[src/sv/cbd_pkg.sv]
// Shared types, constants and helper functions for the chunked body decoder.
// Used by every module of the decoder; depends on nothing else.
`default_nettype none

package cbd_pkg;

	localparam int SIZE_WIDTH_DEFAULT = 32;
	localparam int LINE_LIMIT_DEFAULT = 31;

	localparam int BYTE_W    = 8;
	localparam int LEN_W     = 32;
	localparam int CFG_IDX_W = 1;

	// Configuration register indexes.
	localparam logic [CFG_IDX_W-1:0] REG_CHUNKED_MODE   = 1'd0;
	localparam logic [CFG_IDX_W-1:0] REG_CONTENT_LENGTH = 1'd1;

	// Characters that matter on the size line.
	localparam logic [BYTE_W-1:0] CH_LF    = 8'h0A;
	localparam logic [BYTE_W-1:0] CH_CR    = 8'h0D;
	localparam logic [BYTE_W-1:0] CH_SPACE = 8'h20;
	localparam logic [BYTE_W-1:0] CH_TAB   = 8'h09;
	localparam logic [BYTE_W-1:0] CH_VT    = 8'h0B;
	localparam logic [BYTE_W-1:0] CH_FF    = 8'h0C;
	localparam logic [BYTE_W-1:0] CH_ZERO  = 8'h30;
	localparam logic [BYTE_W-1:0] CH_LOW_X = 8'h78;
	localparam logic [BYTE_W-1:0] CH_UP_X  = 8'h58;

	localparam logic [1:0] TRAILER_BYTES = 2'd2;

	typedef enum logic [1:0] {
		PH_LINE,
		PH_DATA,
		PH_TRAIL
	} phase_t;

	typedef enum logic [1:0] {
		HX_SPACE,
		HX_ZERO,
		HX_DIGITS,
		HX_STOP
	} hex_step_t;

	typedef struct packed {
		logic              has_byte;
		logic [BYTE_W-1:0] out_byte;
		logic              is_last;
		logic [LEN_W-1:0]  body_length;
	} result_t;

	function automatic logic is_hex_digit(input logic [BYTE_W-1:0] c);
		return (c >= 8'h30 && c <= 8'h39) || (c >= 8'h61 && c <= 8'h66) ||
			(c >= 8'h41 && c <= 8'h46);
	endfunction

	function automatic logic [3:0] hex_digit_value(input logic [BYTE_W-1:0] c);
		logic [BYTE_W-1:0] v;
		v = 8'h00;
		if (c >= 8'h30 && c <= 8'h39) begin
			v = c - 8'h30;
		end else if (c >= 8'h61 && c <= 8'h66) begin
			v = c - 8'h57;
		end else if (c >= 8'h41 && c <= 8'h46) begin
			v = c - 8'h37;
		end
		return v[3:0];
	endfunction

	function automatic logic is_blank(input logic [BYTE_W-1:0] c);
		return (c == CH_SPACE) || (c == CH_TAB) || (c == CH_VT) || (c == CH_FF);
	endfunction

endpackage

`default_nettype wire

[src/sv/cbd_hex_parse.sv]
// Next state of the base-16 size parser for one size-line character.
// Depends on cbd_pkg.
`default_nettype none

module cbd_hex_parse #(
	parameter int SIZE_WIDTH = cbd_pkg::SIZE_WIDTH_DEFAULT
) (
	input  wire logic [cbd_pkg::BYTE_W-1:0] ch,
	input  wire cbd_pkg::hex_step_t         step,
	input  wire logic [SIZE_WIDTH-1:0]      acc,
	output cbd_pkg::hex_step_t              step_next,
	output logic [SIZE_WIDTH-1:0]           acc_next
);
	import cbd_pkg::*;

	logic                  digit;
	logic [3:0]            dval;
	logic [SIZE_WIDTH-1:0] acc_digit;

	assign digit = is_hex_digit(ch);
	assign dval  = hex_digit_value(ch);

	// Any bit in the top nibble means the shift would overflow, so saturate.
	assign acc_digit = (|acc[SIZE_WIDTH-1:SIZE_WIDTH-4]) ? {SIZE_WIDTH{1'b1}}
		: {acc[SIZE_WIDTH-5:0], dval};

	always_comb begin
		step_next = step;
		acc_next  = acc;
		unique case (step)
			HX_SPACE: begin
				if (is_blank(ch)) begin
					step_next = HX_SPACE;
				end else if (ch == CH_ZERO) begin
					step_next = HX_ZERO;
				end else if (digit) begin
					acc_next  = acc_digit;
					step_next = HX_DIGITS;
				end else begin
					step_next = HX_STOP;
				end
			end
			HX_ZERO: begin
				if (ch == CH_LOW_X || ch == CH_UP_X) begin
					step_next = HX_DIGITS;
				end else if (digit) begin
					acc_next  = acc_digit;
					step_next = HX_DIGITS;
				end else begin
					step_next = HX_STOP;
				end
			end
			HX_DIGITS: begin
				if (digit) begin
					acc_next = acc_digit;
				end else begin
					step_next = HX_STOP;
				end
			end
			HX_STOP: begin
				step_next = HX_STOP;
			end
		endcase
	end

endmodule

`default_nettype wire

[src/sv/cbd_step.sv]
// Decoder state and the combinational update for one item, registered while step_en is high.
// Depends on cbd_pkg and cbd_hex_parse.
`default_nettype none

module cbd_step #(
	parameter int SIZE_WIDTH = cbd_pkg::SIZE_WIDTH_DEFAULT,
	parameter int LINE_LIMIT = cbd_pkg::LINE_LIMIT_DEFAULT
) (
	input  wire logic                       clk,
	input  wire logic                       arst_n,
	input  wire logic                       step_en,
	input  wire logic [cbd_pkg::BYTE_W-1:0] item_byte,
	input  wire logic                       item_eos,
	input  wire logic                       chunked_mode,
	input  wire logic [cbd_pkg::LEN_W-1:0]  content_length,
	output logic                            res_valid,
	output cbd_pkg::result_t                res
);
	import cbd_pkg::*;

	localparam int LCW = $clog2(LINE_LIMIT + 1);

	phase_t                phase_q, phase_d;
	hex_step_t             hex_q, hex_d, hex_parsed;
	logic [LCW-1:0]        line_q, line_d, line_inc;
	logic [SIZE_WIDTH-1:0] acc_q, acc_d, acc_parsed, size_end;
	logic [SIZE_WIDTH-1:0] rem_q, rem_d, rem_dec;
	logic [1:0]            trail_q, trail_d, trail_dec;
	logic [LEN_W-1:0]      del_q, del_d, del_inc;
	logic                  fin_q, fin_d;

	logic is_lf, is_cr, line_end, plain_over, plain_last;

	cbd_hex_parse #(.SIZE_WIDTH(SIZE_WIDTH)) u_hex (
		.ch        (item_byte),
		.step      (hex_q),
		.acc       (acc_q),
		.step_next (hex_parsed),
		.acc_next  (acc_parsed)
	);

	assign is_lf     = (item_byte == CH_LF);
	assign is_cr     = (item_byte == CH_CR);
	assign line_inc  = line_q + 1'b1;
	assign line_end  = is_lf || (!is_cr && (line_inc >= LCW'(LINE_LIMIT)));
	// A newline ends the line without feeding the parser.
	assign size_end  = is_lf ? acc_q : acc_parsed;
	assign rem_dec   = (rem_q != '0) ? rem_q - 1'b1 : rem_q;
	assign trail_dec = (trail_q != 2'd0) ? trail_q - 1'b1 : trail_q;
	assign del_inc   = (del_q != {LEN_W{1'b1}}) ? del_q + 1'b1 : del_q;

	assign plain_over = (content_length != '0) && (del_q >= content_length);
	assign plain_last = (content_length != '0) && (del_inc >= content_length);

	// Next state.
	always_comb begin
		phase_d = phase_q;
		hex_d   = hex_q;
		line_d  = line_q;
		acc_d   = acc_q;
		rem_d   = rem_q;
		trail_d = trail_q;
		del_d   = del_q;
		fin_d   = fin_q;
		if (!fin_q) begin
			if (item_eos) begin
				fin_d = 1'b1;
			end else if (!chunked_mode) begin
				if (plain_over) begin
					fin_d = 1'b1;
				end else begin
					del_d = del_inc;
					fin_d = plain_last;
				end
			end else begin
				unique case (phase_q)
					PH_DATA: begin
						del_d = del_inc;
						rem_d = rem_dec;
						if (rem_dec == '0) begin
							phase_d = PH_TRAIL;
							trail_d = TRAILER_BYTES;
						end
					end
					PH_TRAIL: begin
						trail_d = trail_dec;
						if (trail_dec == 2'd0) begin
							phase_d = PH_LINE;
						end
					end
					PH_LINE: begin
						if (!is_cr && !is_lf) begin
							hex_d  = hex_parsed;
							acc_d  = acc_parsed;
							line_d = line_inc;
						end
						if (line_end) begin
							line_d = '0;
							hex_d  = HX_SPACE;
							acc_d  = '0;
							if (size_end == '0) begin
								fin_d = 1'b1;
							end else begin
								rem_d   = size_end;
								phase_d = PH_DATA;
							end
						end
					end
					default: begin
						phase_d = PH_LINE;
					end
				endcase
			end
		end
	end

	// Result for this item.
	always_comb begin
		res_valid        = 1'b0;
		res.has_byte     = 1'b0;
		res.out_byte     = '0;
		res.is_last      = 1'b0;
		res.body_length  = del_d;
		if (!fin_q) begin
			if (item_eos) begin
				res_valid   = 1'b1;
				res.is_last = 1'b1;
			end else if (!chunked_mode) begin
				res_valid = 1'b1;
				if (plain_over) begin
					res.is_last = 1'b1;
				end else begin
					res.has_byte = 1'b1;
					res.out_byte = item_byte;
					res.is_last  = plain_last;
				end
			end else if (phase_q == PH_DATA) begin
				res_valid    = 1'b1;
				res.has_byte = 1'b1;
				res.out_byte = item_byte;
			end else if (phase_q == PH_LINE && line_end && size_end == '0) begin
				res_valid   = 1'b1;
				res.is_last = 1'b1;
			end
		end
	end

	always_ff @(posedge clk or negedge arst_n) begin
		if (!arst_n) begin
			phase_q <= PH_LINE;
			hex_q   <= HX_SPACE;
			line_q  <= '0;
			acc_q   <= '0;
			rem_q   <= '0;
			trail_q <= 2'd0;
			del_q   <= '0;
			fin_q   <= 1'b0;
		end else if (step_en) begin
			phase_q <= phase_d;
			hex_q   <= hex_d;
			line_q  <= line_d;
			acc_q   <= acc_d;
			rem_q   <= rem_d;
			trail_q <= trail_d;
			del_q   <= del_d;
			fin_q   <= fin_d;
		end
	end

endmodule

`default_nettype wire

[src/sv/chunked_body_decoder.sv]
// Top level of the HTTP response body decoder: input stage, result stage, registers.
// Depends on cbd_pkg and cbd_step.
`default_nettype none

// Channel   Direction  Handshake                 Payload
// in        in         in_valid / in_stall       in_byte, end_of_stream
// out       out        out_valid / out_stall     has_byte, out_byte, is_last, body_length
// cfg       in         cfg_valid / cfg_ready     cfg_index, cfg_data
//
// The whole decode step of an item is done in the input stage; when the item advances, its
// result, if any, is registered; the block takes one item per cycle while in_stall is low.
// An item that causes no result leaves the input stage even while the result stalls.
// Only an item that has a result waits, and only while the result register is held.
// Reset (arst_n low) clears all decoder state, config and valid flags; no clearing pass.
// The configuration port is always ready; writes are taken in any cycle.

module chunked_body_decoder #(
	parameter int SIZE_WIDTH = cbd_pkg::SIZE_WIDTH_DEFAULT,
	parameter int LINE_LIMIT = cbd_pkg::LINE_LIMIT_DEFAULT
) (
	input  wire logic                          clk,
	input  wire logic                          arst_n,
	input  wire logic                          in_valid,
	output logic                               in_stall,
	input  wire logic [cbd_pkg::BYTE_W-1:0]    in_byte,
	input  wire logic                          end_of_stream,
	output logic                               out_valid,
	input  wire logic                          out_stall,
	output logic                               has_byte,
	output logic [cbd_pkg::BYTE_W-1:0]         out_byte,
	output logic                               is_last,
	output logic [cbd_pkg::LEN_W-1:0]          body_length,
	input  wire logic                          cfg_valid,
	output logic                               cfg_ready,
	input  wire logic [cbd_pkg::CFG_IDX_W-1:0] cfg_index,
	input  wire logic [cbd_pkg::LEN_W-1:0]     cfg_data
);
	import cbd_pkg::*;

	// Configuration registers.
	logic             chunked_mode_q;
	logic [LEN_W-1:0] content_length_q;

	// Input stage holds the item being decoded.
	logic              valid_s1;
	logic [BYTE_W-1:0] byte_s1;
	logic              eos_s1;

	// Result stage.
	logic    valid_s2;
	result_t res_s2;

	logic    res_valid;
	result_t res;
	logic    advance;

	assign cfg_ready = 1'b1;

	always_ff @(posedge clk or negedge arst_n) begin
		if (!arst_n) begin
			chunked_mode_q   <= 1'b0;
			content_length_q <= '0;
		end else if (cfg_valid && cfg_ready) begin
			unique case (cfg_index)
				REG_CHUNKED_MODE:   chunked_mode_q   <= cfg_data[0];
				REG_CONTENT_LENGTH: content_length_q <= cfg_data;
				default: ;
			endcase
		end
	end

	// The item in the input stage moves on unless it has a result and the
	// result register is full and held.
	assign advance  = valid_s1 && (!valid_s2 || !out_stall || !res_valid);
	assign in_stall = valid_s1 && !advance;

	always_ff @(posedge clk or negedge arst_n) begin
		if (!arst_n) begin
			valid_s1 <= 1'b0;
		end else if (!in_stall) begin
			valid_s1 <= in_valid;
		end
	end

	always_ff @(posedge clk) begin
		if (in_valid && !in_stall) begin
			byte_s1 <= in_byte;
			eos_s1  <= end_of_stream;
		end
	end

	cbd_step #(
		.SIZE_WIDTH (SIZE_WIDTH),
		.LINE_LIMIT (LINE_LIMIT)
	) u_step (
		.clk            (clk),
		.arst_n         (arst_n),
		.step_en        (advance),
		.item_byte      (byte_s1),
		.item_eos       (eos_s1),
		.chunked_mode   (chunked_mode_q),
		.content_length (content_length_q),
		.res_valid      (res_valid),
		.res            (res)
	);

	always_ff @(posedge clk or negedge arst_n) begin
		if (!arst_n) begin
			valid_s2 <= 1'b0;
		end else if (advance && res_valid) begin
			valid_s2 <= 1'b1;
		end else if (!out_stall) begin
			valid_s2 <= 1'b0;
		end
	end

	always_ff @(posedge clk) begin
		if (advance && res_valid) begin
			res_s2 <= res;
		end
	end

	assign out_valid   = valid_s2;
	assign has_byte    = res_s2.has_byte;
	assign out_byte    = res_s2.out_byte;
	assign is_last     = res_s2.is_last;
	assign body_length = res_s2.body_length;

`ifndef SYNTHESIS
	// A result without a payload byte carries a zero byte.
	a_empty_byte_zero: assert property (@(posedge clk) disable iff (!arst_n)
		(valid_s2 && !res_s2.has_byte) |-> (res_s2.out_byte == '0))
		else $error("result without payload byte has nonzero out_byte");

	// Every delivered payload byte has been counted.
	a_byte_counted: assert property (@(posedge clk) disable iff (!arst_n)
		(valid_s2 && res_s2.has_byte) |-> (res_s2.body_length != '0))
		else $error("payload byte delivered with zero body_length");

	// The input side is held only by an item waiting in the input stage
	// behind a held result.
	a_stall_cause: assert property (@(posedge clk) disable iff (!arst_n)
		in_stall |-> (valid_s1 && valid_s2 && out_stall && res_valid))
		else $error("input stalled without a waiting result");
`endif

endmodule

`default_nettype wire
[config.mk]
export PLATFORM = sky130hd
export DESIGN_NAME = chunked_body_decoder
export DESIGN_NICKNAME = d
export VERILOG_FILES = /design/src/sv/cbd_pkg.sv /design/src/sv/cbd_hex_parse.sv /design/src/sv/cbd_step.sv /design/src/sv/chunked_body_decoder.sv
export SDC_FILE = /design/constraint.sdc
export NUM_CORES = 1
export LEC_CHECK = 0
export ABC_AREA = 1
export BUFFER_PORTS_ARGS = -buffer_cell sky130_fd_sc_hd__buf_2
export CAP_MARGIN = 20
export CORE_UTILIZATION = 44
export CTS_BUF_LIST = sky130_fd_sc_hd__clkbuf_16
export DETAILED_ROUTE_END_ITERATION = 16
export GPL_TIMING_DRIVEN = 0
export PLACE_DENSITY = 0.57
export SLEW_MARGIN = 20
export SYNTH_ARGS = -nofsm -noshare
export SYNTH_HDL_FRONTEND = slang
export SYNTH_SLANG_ARGS = --single-unit
[constraint.sdc]
create_clock -name clk -period 9.9 [get_ports clk]
set_input_delay 0.99 -clock clk [delete_from_list [all_inputs] [get_ports clk]]
set_output_delay 0.99 -clock clk [all_outputs]
set_load 0.02 [all_outputs]
==> impl_metrics.json <==
{
  "status": "completed",
  "p_int_mw": 1.36,
  "peakVddDrop_uv": 126,
  "crit_path_start_kind": "register",
  "yosysMostFrequentCell": "nand2_1",
  "syn_area_um2": 14500,
  "dieArea_um2": 33700,
  "avgRoutedWirePerCell_um": 19.3,
  "p_clk_frac": 0.346,
  "seqCellArea_um2": 5110,
  "setup_viol": 0,
  "row_count": 66,
  "cts.hold.buffers_added": 0,
  "antenna_found_initial": 0,
  "rsz0062_at_grt": "no",
  "coreArea_um2": 32500,
  "crit_path_max_fanout": 10,
  "synthesis.nets": 2225,
  "yosysWarnings": 0,
  "boundaryPins": 92,
  "hold_path_class": "input port to async pin",
  "layout-drive-gt1-share": 0.0938,
  "p_leak_nw": 7.75,
  "clock_sinks": 194,
  "powerDensity_nw_per_um2": 128,
  "yosys-top-cells-area": "dfrtp_1 25%, nand2_1 15%, edfxtp_1 11%",
  "ys.flop_type": "dfrtp_1",
  "start_util": 0.446,
  "synth_common_cells": "589 x nand2_1, 234 x nor2_1, 213 x inv_1, 156 x o21ai_0, 144 x a21oi_1",
  "final_nets": 2336,
  "ys_ff_latch": 194,
  "grt_remaining_overflow": 0,
  "path_cells": "inv_1 -> ha_1 -> inv_1 -> nand2_1 -> nand2_1 -> nand2_1 -> nand2_4 -> nand2_4 -> buf_2 -> nand2_1 -> nand2_1 -> o21ai_0 -> nand2_1 -> nor2_1 -> nand2_1 -> nor2_1 -> nand3_1 -> nor2_2 -> nand3_2 -> nand2_2 -> nand3_4 -> nor2_1 -> buf_2",
  "post-cts-setup-buffers": 0,
  "netlist_instances": 2104,
  "gp_congestion": 0.972,
  "async_reset_ff_frac": 0.737,
  "critPathMostFrequentCell": "nand2_1",
  "p_sw_uw": 698,
  "place_area_um2": 15600,
  "synth.distinct_cells": 46,
  "drc": 0,
  "clockRootBuffer": "clkbuf_16",
  "sw_frac_of_total": 0.339,
  "finalCritPeriodShare": 0.532,
  "vias": 14600,
  "instances_no_fill": 2670,
  "portBuffers": 90,
  "insertion_delay_ns": 0.47,
  "hpwl_mm": 39.6,
  "antenna_cells": 0,
  "viasPerCell": 5.46,
  "grt_pass1_wl_mm": 80.2,
  "min_period_ns": 5.27,
  "power_frac_comb": 0.208,
  "path_class": "register to output port",
  "stdcell_area_um2": 16200,
  "drtIter0Drc": 1239,
  "report.final.slew_viol_count": 0,
  "crit_required_ns": 8.91,
  "syn_to_final_growth_pct": 11.2,
  "htreeDepth": 4,
  "slew_headroom": 0.248,
  "yosys.area.top_type": "dfrtp_1",
  "cts_buffers": 17,
  "cp_slowest_cell": "nor2_1",
  "first_global_vias": 14100,
  "ant_nets": 0,
  "skew_ns": 0.0145,
  "nFillCells": 3402,
  "sequentialPowerShare": 0.446,
  "dr.pass1.iters": 8,
  "tightestPinTransition_ns": 1.12,
  "postCtsResizedCells": 0,
  "grt_max_degree": 74,
  "clockBufferDepth": 2,
  "cts_tree": "done",
  "die_h_um": 184,
  "grt_usage": 0.315,
  "synth-seq-area-share": 0.352,
  "avgSynthCellArea_um2": 6.90,
  "max-cap-violations": 0,
  "hold_viol": 0,
  "synth_top_cell_area_share": 0.246,
  "crit_arrival_ns": 4.28,
  "end_kind": "output port",
  "die_w_um": 184,
  "wl_mm": 51.5,
  "cp_slowest_stage_delay_ns": 0.44,
  "fmax_ghz": 0.190,
  "multi_input_area_um2": 8090,
  "synth_edf_count": 51,
  "cts.clk_slew.worst_paths_ns": 0.08,
  "dpl.cell_count": 2638,
  "fin_tns_setup_ns": 0
}
[metal layers]
metal | GRT usage | part of all wire
met1 | 0.389 | 0.42
met2 | 0.554 | 0.49
met3 | 0.0380 | 0.047
met4 | 0.130 | 0.038
met5 | 0 | 0
[critical path: cells and delay by family, from the launching register on]
kind            cells  cell delay [ns]
compound gates      1             0.07
buf+inv             4             0.68
flops               1             0.40
fa+ha+maj           1             0.24
simple gates       17             2.39
[sequential cells by signal, summed over array words and instances, names as in the netlist, 2 cells and up]
register          flops
content_length_q     32
u_step.rem_q         32
u_step.phase_q        2
u_step.trail_q        2
u_step.hex_q          2
u_step.line_q         5
out_byte              8
body_length          32
byte_s1               8
u_step.acc_q         32
u_step.del_q         32
[logic make-up after synthesis]
kind of cell	synth area share
simple gates	0.299
compound gates	0.160
buf+inv	0.0911
flops	0.352
fa+ha+maj	0.0637
xor+xnor	0.0344
other cells	0.000258
[metrics by stage]
step | hold WS (ns) | setup WS (ns) | util | power [mW]
floorplan | 0.453 | 6.15 | - | 1.20
global placement | 0.472 | 4.62 | 0.477 | 1.34
detailed placement | 0.482 | 4.91 | 0.479 | 1.36
CTS | 0.498 | 4.73 | 0.497 | 2.07
global route | 0.509 | 4.37 | 0.497 | 2.17
finish | 0.469 | 4.63 | 0.497 | 2.06
[worst paths after layout]
kind / cells past startpoint / endpoint / slack (ns) / start
setup / recovery: 23 / in_stall / 4.63 / byte_s1[0]
hold / removal: 1 / u_step.acc_q[31] / 0.47 / arst_n
setup reg to reg: 19 / is_last / 4.89 / u_step.del_q[2]
hold reg to reg: 2 / u_step.acc_q[4] / 0.50 / u_step.acc_q[4]
max in group asynchronous: 2 / u_step.rem_q[19] / 8.61 / arst_n
min in group clk: 2 / u_step.acc_q[4] / 0.50 / u_step.acc_q[4]
[area by class of cell]
type                       instances  share of cell area
buffer                            88              0.0291
clock buffer                      17              0.0263
clock inverter                    15             0.00898
inverter                         227              0.0527
multi-input combinational       1595               0.501
sequential                       194               0.316
tap                              442              0.0342
timing repair buffer              92              0.0314
[power by group through the flow]
stage	combinational [mW]	clock [mW]	sequential, mW
2_1_floorplan	0.294	0	0.910
4_1_cts	0.426	0.726	0.916
3_3_place_gp	0.410	0	0.932
5_1_grt	0.488	0.756	0.923
6_report	0.429	0.714	0.918
3_5_place_dp	0.424	0	0.932
[placed cells by master (no fill, tap or decap), types with 11 or more instances in the layout]
master / count
xor2_1: 44
a31oi_1: 27
edfxtp_1: 51
o211ai_1: 21
nor2_1: 234
buf_6: 13
o21ai_1: 38
ha_1: 74
clkbuf_1: 53
inv_1: 213
nor4_1: 15
inv_2: 11
buf_2: 105
dfrtp_1: 143
clkbuf_16: 17
nand2_1: 589
xnor2_1: 13
a21oi_1: 144
nand4_1: 39
o21ai_0: 156
nand3_1: 96
nor3_1: 28
Power figures use the tool's default switching activity.
